$ cat src/sv/assert_macros.svh
// Assertion macros shared by the list engine RTL.
`ifndef ASSERT_MACROS_SVH
`define ASSERT_MACROS_SVH

`ifndef SYNTHESIS

// Same-cycle implication, sampled on clk, off during reset.
`define ASSERT_NOW(label, ante, cons, msg) \
    label: assert property (@(posedge clk) disable iff (!rst_n) (ante) |-> (cons)) \
        else $error(msg);

// Next-cycle implication, sampled on clk, off during reset.
`define ASSERT_NEXT(label, ante, cons, msg) \
    label: assert property (@(posedge clk) disable iff (!rst_n) (ante) |=> (cons)) \
        else $error(msg);

`else

`define ASSERT_NOW(label, ante, cons, msg)
`define ASSERT_NEXT(label, ante, cons, msg)

`endif

`endif

$ cat src/sv/ple_pkg.sv
// Types, codes and constants of the positional list engine.
package ple_pkg;

    localparam int DEF_CAPACITY = 128;
    localparam int DATA_W       = 32;
    localparam int POS_W        = 8;
    localparam int GRP_SIZE     = 16;
    localparam int GRP_IW       = $clog2(GRP_SIZE);

    localparam logic [2:0] FN_INSERT  = 3'd0;
    localparam logic [2:0] FN_DELETE  = 3'd1;
    localparam logic [2:0] FN_LOCATE  = 3'd2;
    localparam logic [2:0] FN_REVERSE = 3'd3;
    localparam logic [2:0] FN_CLEAR   = 3'd4;
    localparam logic [2:0] FN_READ    = 3'd5;

    localparam logic [1:0] ST_OK     = 2'd0;
    localparam logic [1:0] ST_BADPOS = 2'd1;
    localparam logic [1:0] ST_FULL   = 2'd2;

    typedef struct packed {
        logic [2:0]               func;
        logic [POS_W-1:0]         position;
        logic signed [DATA_W-1:0] value;
    } req_t;

    typedef struct packed {
        logic [1:0]               status;
        logic [POS_W-1:0]         found_position;
        logic signed [DATA_W-1:0] read_value;
        logic [POS_W-1:0]         count;
    } rsp_t;

    typedef struct packed {
        logic ins;
        logic del;
    } cell_cmd_t;

    typedef struct packed {
        logic              hit;
        logic [GRP_IW-1:0] first;
        logic [GRP_IW-1:0] last;
        logic [DATA_W-1:0] data;
    } grp_res_t;

    typedef enum logic [1:0] {
        FSM_IDLE,
        FSM_REDUCE,
        FSM_COMBINE
    } fsm_t;

endpackage

$ cat src/sv/ple_cell.sv
// One storage cell of the list: holds an entry, shifts toward either neighbor.
module ple_cell
    import ple_pkg::*;
#(
    parameter int IDX = 0,
    parameter int IW  = 7
)
(
    input  logic              clk,
    input  cell_cmd_t         cmd,
    input  logic [IW-1:0]     phys,
    input  logic [DATA_W-1:0] value,
    input  logic [DATA_W-1:0] left,
    input  logic [DATA_W-1:0] right,
    output logic [DATA_W-1:0] q,
    output logic              match
);

    logic [DATA_W-1:0] q_reg;
    logic [DATA_W-1:0] q_next;
    logic [IW-1:0]     my_idx;

    assign my_idx = IW'(IDX);

    always_comb
    begin
        q_next = q_reg;
        if (cmd.ins && my_idx == phys)
        begin
            q_next = value;
        end
        else if (cmd.ins && my_idx > phys)
        begin
            q_next = left;
        end
        else if (cmd.del && my_idx >= phys)
        begin
            q_next = right;
        end
    end

    always_ff @(posedge clk)
    begin
        q_reg <= q_next;
    end

    assign q     = q_reg;
    assign match = (q_reg == value);

endmodule

$ cat config.mk
export PLATFORM = sky130hd
export DESIGN_NAME = ple_cell
export DESIGN_NICKNAME = d
export VERILOG_FILES = /design/src/sv/assert_macros.svh /design/src/sv/ple_pkg.sv /design/src/sv/ple_cell.sv
export SDC_FILE = /design/constraint.sdc
export NUM_CORES = 1
export LEC_CHECK = 0
export BUFFER_PORTS_ARGS = -buffer_cell sky130_fd_sc_hd__buf_4
export CORE_ASPECT_RATIO = 0.6
export CORE_UTILIZATION = 40
export DETAILED_ROUTE_END_ITERATION = 8
export MAX_ROUTING_LAYER = met4
export PLACE_DENSITY_LB_ADDON = 0.12
export SETUP_SLACK_MARGIN = 0.1
export SLEW_MARGIN = 20
export SYNTH_ARGS = -nofsm -noshare
export SYNTH_HDL_FRONTEND = slang
export SYNTH_SLANG_ARGS = --single-unit
$ cat constraint.sdc
create_clock -name clk -period 3.3 [get_ports clk]
set_clock_uncertainty 0.2 [all_clocks]
set_input_delay 0.825 -clock clk [delete_from_list [all_inputs] [get_ports clk]]
set_output_delay 0.825 -clock clk [all_outputs]
set_load 0.03 [all_outputs]
==> impl_metrics.py <==
metrics = {
    "global_routing": {
        "met3_usage": 0.05278,
        "busiest_layer": "met2",
        "grt-ovfl-total": 0,
        "antenna_found_initial": 0,
        "grt_pass1_wl_um": 6741,
        "grt_util_all_layers": 0.1898,
        "met1_usage": 0.2466,
        "use_met2": 0.2977,
        "grt_start_max_net_pins": 33,
        "grt_pass1_vias": 1329,
    },
    "finish": {
        "nets": 333,
        "postLayoutCellArea_um2": 2803,
        "multi_input_area_um2": 865.8,
        "antenna_cells": 0,
        "register_area_um2": 960.9,
        "fin_cells": 288,
        "largest_reg_flops": 32,
        "layout-drive-gt1-share": 0.6623,
        "area_growth_pct": 50.64,
        "filler_cell_count": 346,
    },
    "drt": {
        "routed_wirelength_um": 4439,
        "dr_total_vias": 1353,
        "first_iter_violations": 34,
        "ant_nets": 0,
        "drc": 0,
        "routedWlPerCell_um": 15.41,
        "vias_per_cell": 4.698,
        "drtPass1Iterations": 4,
    },
    "sta": {
        "fin_hold_ws_ps": 642.5,
        "fin_setup_tns_ps": 0,
        "tightest_slew_ps": 425.7,
        "fmax_mhz": 328.3,
        "drv_slew": 0,
        "setup_viol": 0,
        "finalHoldViolations": 0,
        "grt_setup_unrepaired": "no",
        "fin_crit_ps": 3046,
        "period_share": 0.9231,
        "relSlewSlack": 0.7136,
    },
    "synthesis": {
        "yosysWarnings": 0,
        "syn_area_um2": 1861,
        "postSynthCellCount": 114,
        "synth.net_count": 220,
        "ys_types": 12,
        "ys_ff_latch": 32,
        "ys_seq_area_frac": 0.5165,
        "avgSynthCellArea_um2": 16.32,
    },
    "power_and_ir_drop": {
        "p_leak_nw": 1.305,
        "p_per_area_nw_per_um2": 310.9,
        "combinationalPowerShare": 0.158,
        "peakVddDrop_mv": 0.1632,
        "p_seq_frac": 0.518,
        "pwr-share-clk": 0.324,
        "switching_share": 0.2121,
        "power.switching_mw": 0.1849,
        "internal_power_mw": 0.6865,
    },
    "setup_path": {
        "end_kind": "output pin",
        "worstSetupPathType": "in -> out",
        "crit_arrival_ps": 2020,
        "crit_family": "simple AND/OR/NAND/NOR gates",
        "critPathBufInv": 2,
        "cpPeakStageDelay_ps": 430,
        "cpMostUsedCell": "buf_4",
        "cp_data_required_time_ps": 2270,
        "path_cells": "buf_4 -> xor2_1 -> nor4_1 -> nand4_1 -> nor2_1 -> buf_4",
        "cpMaxStageDelayCell": "nor4_1",
        "critPathLaunchType": "input port",
        "crit_fanout": 2,
    },
    "die": {
        "die_w_um": 90.05,
        "core_um2": 4279,
        "die-area_um2": 4937,
        "die_height_um": 54.83,
        "start_util": 0.4348,
        "rows": 18,
        "ios": 139,
    },
    "clocking": {
        "cts_buffers": 5,
        "clk_path_buf_depth": 2,
        "h-tree-depth": 2,
        "holdBufCountCts": 0,
        "clk_pin_slew_ps": 70,
        "cts_setup_buffers": 0,
        "cts_root_buf": "clkbuf_8",
        "cts.sinks": 32,
        "ctsResizeCount": 0,
        "cts_tree": "yes",
    },
    "placed_design": {
        "dp_hpwl_um": 3475,
        "placed_cell_area_um2": 2720,
        "dp_cells": 280,
        "gp_congestion": 0.7472,
        "portBuffers": 106,
    },
    "status": {
        "status": "finished, final reports clean",
    },
    "flow_run": {
        "drv_cap": 0,
    },
    "min_path": {
        "min_path_type": "in -> reg",
    },
}
placed cells by master, fill, tap and decap left out:
| cell | n |
|---|---|
| o21a_1 | 1 |
| nand2_2 | 1 |
| edfxtp_1 | 32 |
| mux2_4 | 30 |
| nand4_1 | 2 |
| buf_4 | 109 |
| nor4_4 | 1 |
| mux2_2 | 2 |
| or4_4 | 1 |
| clkinv_1 | 1 |
| nor4_1 | 8 |
| clkbuf_8 | 5 |
| clkinv_2 | 2 |
| nor2_1 | 1 |
| xor2_1 | 32 |
cell usage after synthesis:
master / count / area, um^2
nand4_1: 2 / 12.51
o21a_1: 1 / 7.510
nor4_1: 8 / 50.05
edfxtp_1: 32 / 960.9
nor4_4: 1 / 21.27
nand2_2: 1 / 6.260
mux2_2: 2 / 22.52
nor2_1: 1 / 3.750
buf_6: 3 / 33.78
xor2_1: 32 / 280.3
or4_4: 1 / 11.26
mux2_4: 30 / 450.4
routing by layer:
layer	wire length [um]	up-vias	part of all wire
met5	0	-	0
met3	275	2	0.062
li1	-	655	-
met4	10	0	0.0023
met2	2102	48	0.47
met1	2050	648	0.46
power groups by stage:
stage	combinational, mW	clock [mW]	sequential [mW]
after CTS	0.139	0.295	0.451
after detailed placement	0.138	0	0.460
after global placement	0.133	0	0.460
after floorplan	0.0472	0	0.464
after global routing	0.148	0.308	0.451
final	0.138	0.283	0.451
final timing paths:
check	startpoint	endpoint	slack [ps]	depth (start not counted)
hold / removal	right[11]	q[11]	640	2
setup / recovery	value[31]	match	250	6
metrics by stage:
step / setup slack, ps / total power, mW / util
global placement: 263.7 / 0.5923 / 0.6357
CTS: 259.3 / 0.8841 / 0.6550
floorplan: 351.9 / 0.5108 / -
finish: 253.9 / 0.8713 / 0.6550
detailed placement: 264.4 / 0.5978 / 0.6357
global route: 140.8 / 0.9073 / 0.6550
final cells by class:
cell class | count | area share
multi-input cells | 79 | 0.3089
well taps | 60 | 0.02679
clock buffers | 5 | 0.02455
flip-flops and latches | 32 | 0.3429
clock inverters | 3 | 0.004911
repair buffers | 109 | 0.2920
logic make-up after synthesis:
logic type                after synthesis  share of synthesized area
buffers and inverters                   3                    0.01816
AOI/OAI and AO/OA                       1                   0.004036
DFF                                    32                     0.5165
muxes                                  32                     0.2542
and+or+nand+nor                        14                    0.05649
xor gates and xnor gates               32                     0.1506
Power figures use the tool's default switching activity.
