$ cat config.mk
export PLATFORM = sky130hd
export DESIGN_NAME = ple_group
export DESIGN_NICKNAME = d
export VERILOG_FILES = /design/src/sv/assert_macros.svh /design/src/sv/ple_pkg.sv /design/src/sv/ple_group.sv
export SDC_FILE = /design/constraint.sdc
export NUM_CORES = 1
export LEC_CHECK = 0
export ABC_CLOCK_PERIOD_IN_PS = 800
export BUFFER_PORTS_ARGS = -buffer_cell sky130_fd_sc_hd__buf_2
export CORE_AREA = 2 2 224 226
export DETAILED_ROUTE_END_ITERATION = 8
export DIE_AREA = 0 0 226 228
export SLEW_MARGIN = 20
export SYNTH_ARGS = -nofsm -noshare
export SYNTH_HDL_FRONTEND = slang
export SYNTH_SLANG_ARGS = --single-unit
export TNS_END_PERCENT = 100
$ cat constraint.sdc
create_clock -name clk -period 0.8 [get_ports clk]
set_input_delay 0.04 -clock clk [delete_from_list [all_inputs] [get_ports clk]]
set_output_delay 0.04 -clock clk [all_outputs]
set_load 0.1 [all_outputs]
$ cat src/sv/assert_macros.svh
// Assertion macros shared by the list engine RTL.
`ifndef ASSERT_MACROS_SVH
`define ASSERT_MACROS_SVH

`ifndef SYNTHESIS

// Same-cycle implication, sampled on clk, off during reset.
`define ASSERT_NOW(label, ante, cons, msg) \
    label: assert property (@(posedge clk) disable iff (!rst_n) (ante) |-> (cons)) \
        else $error(msg);

// Next-cycle implication, sampled on clk, off during reset.
`define ASSERT_NEXT(label, ante, cons, msg) \
    label: assert property (@(posedge clk) disable iff (!rst_n) (ante) |=> (cons)) \
        else $error(msg);

`else

`define ASSERT_NOW(label, ante, cons, msg)
`define ASSERT_NEXT(label, ante, cons, msg)

`endif

`endif

$ cat src/sv/ple_pkg.sv
// Types, codes and constants of the positional list engine.
package ple_pkg;

    localparam int DEF_CAPACITY = 128;
    localparam int DATA_W       = 32;
    localparam int POS_W        = 8;
    localparam int GRP_SIZE     = 16;
    localparam int GRP_IW       = $clog2(GRP_SIZE);

    localparam logic [2:0] FN_INSERT  = 3'd0;
    localparam logic [2:0] FN_DELETE  = 3'd1;
    localparam logic [2:0] FN_LOCATE  = 3'd2;
    localparam logic [2:0] FN_REVERSE = 3'd3;
    localparam logic [2:0] FN_CLEAR   = 3'd4;
    localparam logic [2:0] FN_READ    = 3'd5;

    localparam logic [1:0] ST_OK     = 2'd0;
    localparam logic [1:0] ST_BADPOS = 2'd1;
    localparam logic [1:0] ST_FULL   = 2'd2;

    typedef struct packed {
        logic [2:0]               func;
        logic [POS_W-1:0]         position;
        logic signed [DATA_W-1:0] value;
    } req_t;

    typedef struct packed {
        logic [1:0]               status;
        logic [POS_W-1:0]         found_position;
        logic signed [DATA_W-1:0] read_value;
        logic [POS_W-1:0]         count;
    } rsp_t;

    typedef struct packed {
        logic ins;
        logic del;
    } cell_cmd_t;

    typedef struct packed {
        logic              hit;
        logic [GRP_IW-1:0] first;
        logic [GRP_IW-1:0] last;
        logic [DATA_W-1:0] data;
    } grp_res_t;

    typedef enum logic [1:0] {
        FSM_IDLE,
        FSM_REDUCE,
        FSM_COMBINE
    } fsm_t;

endpackage

$ cat src/sv/ple_group.sv
// Registered reduction over one group of cells: first/last hit and selected entry.
module ple_group
    import ple_pkg::*;
(
    input  logic                             clk,
    input  logic [GRP_SIZE-1:0]              hits,
    input  logic [GRP_SIZE-1:0][DATA_W-1:0]  data,
    output grp_res_t                         res
);

    grp_res_t res_reg;
    grp_res_t res_next;

    always_comb
    begin
        res_next       = '0;
        res_next.hit   = |hits;
        for (int j = GRP_SIZE - 1; j >= 0; j--)
        begin
            if (hits[j])
            begin
                res_next.first = GRP_IW'(j);
            end
        end
        for (int j = 0; j < GRP_SIZE; j++)
        begin
            if (hits[j])
            begin
                res_next.last = GRP_IW'(j);
            end
            res_next.data = res_next.data | data[j];
        end
    end

    always_ff @(posedge clk)
    begin
        res_reg <= res_next;
    end

    assign res = res_reg;

endmodule

==> impl_metrics.env, run 1 <==
export IMPL_outcome="finished, violations left"
export IMPL_violations="hold timing, setup timing"
export IMPL_syn_inst=250
export IMPL_fmax_mhz=1080
export IMPL_syn_avg_cell_area_um2=8.40
export IMPL_grt_pass1_wl_um=27900
export IMPL_portBuffers=569
export IMPL_cts_buffer_depth=2
export IMPL_final_cells=1549
export IMPL_setup_viol=42
export IMPL_rsz0062_at_grt="true"
export IMPL_drive_above_1_share_pct=75.7
export IMPL_drtAntennaViolNets=0
export IMPL_max_slew_margin_pct=67.2
export IMPL_synth_edf_count=0
export IMPL_hold_class="in -> reg"
export IMPL_first_iter_violations=208
export IMPL_detail_route_wirelength_um=22100
export IMPL_seq_area_frac_synth_pct=39.1
export IMPL_fin_area_um2=7160
export IMPL_antenna_found_initial=17
export IMPL_pre_cts_slack_ps=-289
export IMPL_synthArstFlopShare_pct=0
export IMPL_grt_pass1_vias=4796
export IMPL_crit_buf_inv=1
export IMPL_drcViolationCount=0
export IMPL_hpwl_um=19200
export IMPL_crit_path_cell_trace="buf_12"
export IMPL_worst_slack_ps=-122
export IMPL_largest_reg_flops=41
export IMPL_p_leak_nw=3.29
export IMPL_die_w_um=226
export IMPL_cts_tree="yes"
export IMPL_synth_area_um2=2100
export IMPL_coreArea_um2=49300
export IMPL_dieArea_um2=51500
export IMPL_p_comb_share_pct=32.2
export IMPL_crit_arrival_ps=880
export IMPL_cap_viol_max_count=0
export IMPL_crit_family="flip-flops"
export IMPL_fin_nets=1398
export IMPL_fin_setup_tns_ps=-3200
export IMPL_hold_viol=32
export IMPL_ys_seq_elements=41
export IMPL_multi_input_area_um2=1390
export IMPL_cts_made_buffers=5
export IMPL_p_int_mw=4.50
export IMPL_vias=4956
export IMPL_worst_setup_path_start_kind="flop"
export IMPL_cts_hold_buf=23
export IMPL_routed_via_density=3.20
export IMPL_clk_root_buffer_cell="clkbuf_16"
export IMPL_cpPeakStageDelay_ps=370
export IMPL_rows=82
export IMPL_grt_max_degree=12
export IMPL_ir_drop_mv=0.593
export IMPL_regArea_um2=885
export IMPL_cts_sinks=41
export IMPL_die_h_um=228
export IMPL_crit_path_end_kind="output pin"
export IMPL_drv_slew=0
export IMPL_p_sw_mw=1.95
export IMPL_netSwitchingFraction_pct=30.2
export IMPL_io_pins=570
export IMPL_required_ps=760
export IMPL_grt_use_total_pct=7.77
export IMPL_ys_types=23
export IMPL_worst_path_max_fanout=1
export IMPL_htree_levels=2
export IMPL_ys_warn_count=0
export IMPL_grt_overflow_total=0
export IMPL_power_density_nw_per_um2=901
export IMPL_gp_congestion=0.929
export IMPL_total_power_mw=6.45
export IMPL_syn2layout_area_growth_pct=241
export IMPL_fin_crit_sh_pct=115
export IMPL_fin_crit_ps=922
export IMPL_dr_pass1_iters=4
export IMPL_ys_flop_type="dfxtp_1"
export IMPL_placed_area_um2=6630
export IMPL_cp_slowest_cell="dfxtp_4"
export IMPL_critPathKind="reg -> out"
export IMPL_dp_cells=1514
export IMPL_initial_core_util_pct=4.26
export IMPL_synth_fp_nets=779
export IMPL_worstMarginPinSlew_ps=486
export IMPL_clkTransAtPathRegs_ps=70
export IMPL_power_share_clock_pct=35.9
export IMPL_fillers=5644
export IMPL_pwr_share_seq_pct=31.9
export IMPL_timing_hold_ws_ps=-84.6
export IMPL_routedWlPerCell_um=14.3
## kinds of logic after synthesis
| kind of cell | Yosys count | synth area share (%) |
|---|---|---|
| DFF | 41 | 39.1 |
| and+or+nand+nor | 185 | 54.1 |
| AOI/OAI and AO/OA | 18 | 5.78 |
| buffers and inverters | 6 | 1.07 |
## metrics by stage
| step | hold WS, ps | utilization (%) |
|---|---|---|
| floorplan | 143 | - |
| global placement | 240 | 13.4 |
| detailed placement | 236 | 13.4 |
| CTS | -124 | 14.2 |
| global route | -105 | 14.5 |
| finish | -84.6 | 14.5 |
## Yosys cell counts (all sizes together), types with 2 or more instances
cell type | count | area [um2]
a21oi | 4 | 20.0
dfxtp | 41 | 821
inv | 6 | 22.5
nand2 | 4 | 15.0
nand3 | 2 | 15.0
nand4 | 32 | 200
nor2 | 12 | 45.0
nor4 | 131 | 835
o21ai | 4 | 20.0
o311ai | 2 | 17.5
o31ai | 2 | 15.0
## final cells by class
| cell class | instances | share of cell area, % |
|---|---|---|
| sequential | 41 | 12.4 |
| timing repair buffer | 612 | 53.9 |
| tap | 672 | 11.7 |
| clock buffer | 7 | 1.99 |
| multi-input combinational | 203 | 19.4 |
| antenna | 8 | 0.280 |
| inverter | 6 | 0.315 |
## repair_timing
action,4_1_cts,5_1_grt
setup endpoints to repair,41,58
buffers inserted,0,0
endpoints found under the hold margin,35,32
resized for setup,4,25
pin swaps,0,4
## routing by layer
metal  routed length, um  track usage, %  part of all wire, %  vias to the layer above
met3                2020            2.28                  9.2                       56
met5                  17               0                0.077                        -
li1                    -               -                    -                     2354
met4                 954            3.64                  4.3                        4
met1                7870            7.70                   36                     2162
met2               11200            14.7                   51                      380
## cell usage in the layout, fill, tap and decap left out, types with 2 or more instances in the layout
master	instances
a21oi_1	4
buf_12	41
buf_2	525
buf_4	23
clkbuf_16	5
dfxtp_2	36
dfxtp_4	5
diode_2	8
dlygate4sd3_1	21
dlymetal6s4s_1	2
inv_1	6
nand2_1	4
nand4_1	32
nor2_1	11
nor4_1	113
nor4_2	15
nor4_4	3
o21ai_0	4
o31ai_1	2
## final timing paths
kind	depth (start not counted)	to	start
setup / recovery	1	res[3]	res[3]
hold / removal	3	res[29]	data[285]
## power groups by stage
| stage | logic [mW] | clock network [mW] | registers [mW] |
|---|---|---|---|
| 3_5_place_dp | 1.90 | 0 | 2.12 |
| 6_report | 2.07 | 2.32 | 2.06 |
| 5_1_grt | 2.22 | 2.63 | 2.06 |
| 2_1_floorplan | 0.186 | 0 | 2.24 |
| 3_3_place_gp | 1.89 | 0 | 2.12 |
| 4_1_cts | 2.00 | 2.63 | 2.06 |
(Power assumes the default switching activity.)
==> inputs of run 2 (changes only) <==
--- a/config.mk
+++ b/config.mk
@@ -10,6 +10,7 @@
 export CORE_AREA = 2 2 224 226
 export DETAILED_ROUTE_END_ITERATION = 8
 export DIE_AREA = 0 0 226 228
+export SKIP_CTS_REPAIR_TIMING = 1
 export SLEW_MARGIN = 20
 export SYNTH_ARGS = -nofsm -noshare
 export SYNTH_HDL_FRONTEND = slang
==> impl_metrics.env, run 2 (same netlist as run 1, synthesis figures left out) <==
export IMPL_grt_overflow_total=0
export IMPL_worst_slack_ps=-121
export IMPL_power_share_clock_pct=36.6
export IMPL_ir_drop_mv=0.592
export IMPL_cp_slowest_cell="dfxtp_4"
export IMPL_rows=82
export IMPL_dieArea_um2=51500
export IMPL_detail_route_wirelength_um=21300
export IMPL_fin_crit_sh_pct=115
export IMPL_routed_via_density=3.17
export IMPL_grt_max_degree=12
export IMPL_die_w_um=226
export IMPL_fin_setup_tns_ps=-3100
export IMPL_routedWlPerCell_um=13.9
export IMPL_cap_viol_max_count=0
export IMPL_crit_start="res[3]"
export IMPL_fin_nets=1382
export IMPL_htree_levels=2
export IMPL_multi_input_area_um2=1260
export IMPL_worst_setup_path_start_kind="flop"
export IMPL_rsz0062_at_grt="true"
export IMPL_max_slew_margin_pct=67.0
export IMPL_cts_sinks=41
export IMPL_grt_pass1_vias=4641
export IMPL_portBuffers=569
export IMPL_drcViolationCount=0
export IMPL_hold_path_startpoint="data[330]"
export IMPL_drtAntennaViolNets=0
export IMPL_pre_cts_slack_ps=-289
export IMPL_fmax_mhz=1090
export IMPL_syn2layout_area_growth_pct=226
export IMPL_p_comb_share_pct=30.7
export IMPL_gp_congestion=0.929
export IMPL_grt_pass1_wl_um=26800
export IMPL_cts_made_buffers=5
export IMPL_drv_slew=0
export IMPL_crit_path_end_kind="output pin"
export IMPL_vias=4849
export IMPL_crit_path_cell_trace="buf_12"
export IMPL_timing_hold_ws_ps=-84.0
export IMPL_drive_above_1_share_pct=75.3
export IMPL_power_density_nw_per_um2=920
export IMPL_grt_use_total_pct=7.55
export IMPL_required_ps=760
export IMPL_p_int_mw=4.42
export IMPL_regArea_um2=885
export IMPL_pwr_share_seq_pct=32.7
export IMPL_cts_buffer_depth=2
export IMPL_worst_path_max_fanout=1
export IMPL_crit_arrival_ps=880
export IMPL_p_leak_nw=3.19
export IMPL_p_sw_mw=1.87
export IMPL_violations="hold timing, setup timing"
export IMPL_critPathKind="reg -> out"
export IMPL_clk_root_buffer_cell="clkbuf_16"
export IMPL_largest_reg_flops=41
export IMPL_initial_core_util_pct=4.26
export IMPL_worstMarginPinSlew_ps=488
export IMPL_final_common_cell="buf_2"
export IMPL_first_iter_violations=213
export IMPL_crit_buf_inv=1
export IMPL_hpwl_um=19200
export IMPL_dr_pass1_iters=4
export IMPL_fin_crit_ps=921
export IMPL_io_pins=570
export IMPL_total_power_mw=6.29
export IMPL_netSwitchingFraction_pct=29.7
export IMPL_die_h_um=228
export IMPL_hold_class="in -> reg"
export IMPL_fillers=5665
export IMPL_coreArea_um2=49300
export IMPL_outcome="finished, violations left"
export IMPL_cpPeakStageDelay_ps=370
export IMPL_antenna_found_initial=18
export IMPL_cts_tree="yes"
export IMPL_hold_viol=32
export IMPL_final_cell_mix="buf_2 (528), nor4_1 (130), buf_12 (41)"
export IMPL_clkTransAtPathRegs_ps=70
export IMPL_setup_viol=42
export IMPL_crit_family="flip-flops"
## run 2: path summary, 6_finish.rpt
path,slack (ps),cells past startpoint,end
setup / recovery,-120,1,res[3]
hold / removal,-80,3,res[10]
## run 2: through the flow
stage,utilization [%],std cells,area [um2],hold WS (ps)
4_1_cts,13.7,1521,6770,-128
3_3_place_gp,13.4,1514,6630,240
5_1_grt,13.9,1532,6840,-106
3_5_place_dp,13.4,1514,6630,236
6_report,13.9,1532,6840,-84.0
2_1_floorplan,-,250,2150,143
## run 2: layer usage
metal / track usage, % / up-vias / wire length, um
met5: 0 / - / 30
met4: 4.28 / 6 / 1170
met3: 2.22 / 56 / 2180
met2: 14.0 / 398 / 10600
met1: 7.41 / 2068 / 7340
li1: - / 2321 / -
## run 2: power groups by stage
stage	Sequential (mW)	Clock, mW	Combinational (mW)
floorplan	2.24	0	0.186
global placement	2.12	0	1.89
detailed placement	2.12	0	1.90
CTS	2.07	2.63	1.91
global route	2.06	2.63	2.07
finish	2.06	2.30	1.93
## run 2: area by class of cell
| class | instances | area share, % |
|---|---|---|
| Timing Repair Buffer | 596 | 53.7 |
| Clock buffer | 7 | 2.08 |
| Multi-Input combinational cell | 203 | 18.4 |
| Sequential cell | 41 | 12.9 |
| Antenna cell | 7 | 0.256 |
| Inverter | 6 | 0.329 |
| Tap cell | 672 | 12.3 |
==> inputs of run 3 (changes only) <==
--- a/config.mk
+++ b/config.mk
@@ -10,6 +10,7 @@
 export CORE_AREA = 2 2 224 226
 export DETAILED_ROUTE_END_ITERATION = 8
 export DIE_AREA = 0 0 226 228
+export MAX_ROUTING_LAYER = met4
 export SKIP_CTS_REPAIR_TIMING = 1
 export SLEW_MARGIN = 20
 export SYNTH_ARGS = -nofsm -noshare
==> impl_metrics.env, run 3 (same netlist as run 1, synthesis figures left out) <==
export IMPL_crit_path_cell_trace="buf_12"
export IMPL_largest_reg_flops=41
export IMPL_drcViolationCount=0
export IMPL_die_w_um=226
export IMPL_htree_levels=2
export IMPL_multi_input_area_um2=1260
export IMPL_initial_core_util_pct=4.26
export IMPL_drtAntennaViolNets=0
export IMPL_hold_viol=32
export IMPL_fin_area_um2=6800
export IMPL_worstMarginPinSlew_ps=394
export IMPL_vias=4829
export IMPL_crit_cells=1
export IMPL_critPathKind="reg -> out"
export IMPL_crit_family="flip-flops"
export IMPL_final_common_cell="buf_2"
export IMPL_worst_slack_ps=-136
export IMPL_cts_tree="yes"
export IMPL_clkTransAtPathRegs_ps=70
export IMPL_min_path_cells=3
export IMPL_p_leak_nw=3.18
export IMPL_antenna_found_initial=16
export IMPL_grt_pass1_vias=4621
export IMPL_drv_slew=0
export IMPL_hold_class="in -> reg"
export IMPL_required_ps=760
export IMPL_placed_area_um2=6620
export IMPL_outcome="finished, violations left"
export IMPL_fmax_mhz=1070
export IMPL_first_iter_violations=261
export IMPL_routedWlPerCell_um=13.9
export IMPL_cts_made_buffers=5
export IMPL_dieArea_um2=51500
export IMPL_cp_slowest_cell="dfxtp_4"
export IMPL_clk_root_buffer_cell="clkbuf_16"
export IMPL_rsz0062_at_grt="true"
export IMPL_dr_pass1_iters=4
export IMPL_violations="hold timing, setup timing"
export IMPL_cts_buffer_depth=2
export IMPL_coreArea_um2=49300
export IMPL_cap_viol_max_count=0
export IMPL_worst_path_max_fanout=1
export IMPL_cts_sinks=41
export IMPL_grt_pass1_wl_um=27200
export IMPL_timing_hold_ws_ps=-91.0
export IMPL_gp_congestion=0.937
export IMPL_ir_drop_mv=0.585
export IMPL_die_h_um=228
export IMPL_max_slew_margin_pct=73.5
export IMPL_syn2layout_area_growth_pct=224
export IMPL_routed_via_density=3.16
export IMPL_drive_above_1_share_pct=75.5
export IMPL_fin_crit_ps=936
export IMPL_pre_cts_slack_ps=-258
export IMPL_fillers=5683
export IMPL_rows=82
export IMPL_portBuffers=569
export IMPL_regArea_um2=882
export IMPL_detail_route_wirelength_um=21200
export IMPL_worst_setup_path_start_kind="flop"
export IMPL_grt_overflow_total=0
export IMPL_power_density_nw_per_um2=923
export IMPL_crit_buf_inv=1
export IMPL_fin_setup_tns_ps=-3260
export IMPL_setup_viol=41
export IMPL_cpPeakStageDelay_ps=370
export IMPL_hpwl_um=19300
export IMPL_crit_arrival_ps=900
export IMPL_final_cell_mix="buf_2 (528), nor4_1 (130), buf_12 (41)"
export IMPL_fin_nets=1378
export IMPL_fin_crit_sh_pct=117
export IMPL_io_pins=570
export IMPL_grt_use_total_pct=7.86
export IMPL_grt_max_degree=12
export IMPL_crit_path_end_kind="output pin"
## run 3: final timing paths
check / start / to / slack (ps)
hold / removal: data[505] / res[25] / -90
setup / recovery: res[3] / res[3] / -140
## run 3: metrics by stage
step,instances,power [mW],utilization [%]
final,1528,6.28,13.8
after detailed placement,1513,4.02,13.4
after CTS,1520,6.59,13.7
after global routing,1528,6.73,13.8
after floorplan,250,2.42,-
after global placement,1513,4.01,13.4
## run 3: per-layer routing
metal	up-vias	global-route usage (%)	wire length [um]
li1	2314	-	-
met1	2079	7.74	7440
met2	389	14.3	10800
met3	47	1.69	2040
met4	0	4.26	899
met5	-	-	0
## run 3: power by group
group	switching (mW)	total (mW)	leakage, nW	internal, mW
clock network	1.07	2.30	0.0700	1.23
registers	0.0157	2.06	0.318	2.05
logic	0.779	1.91	2.79	1.14
total	1.86	6.28	3.18	4.42
## run 3: area by class of cell
| class | instances | share of cell area [%] |
|---|---|---|
| Inverter | 6 | 0.331 |
| Timing Repair Buffer | 592 | 53.5 |
| Multi-Input combinational cell | 203 | 18.5 |
| Sequential cell | 41 | 13.0 |
| Tap cell | 672 | 12.4 |
| Clock buffer | 7 | 2.10 |
| Antenna cell | 7 | 0.258 |
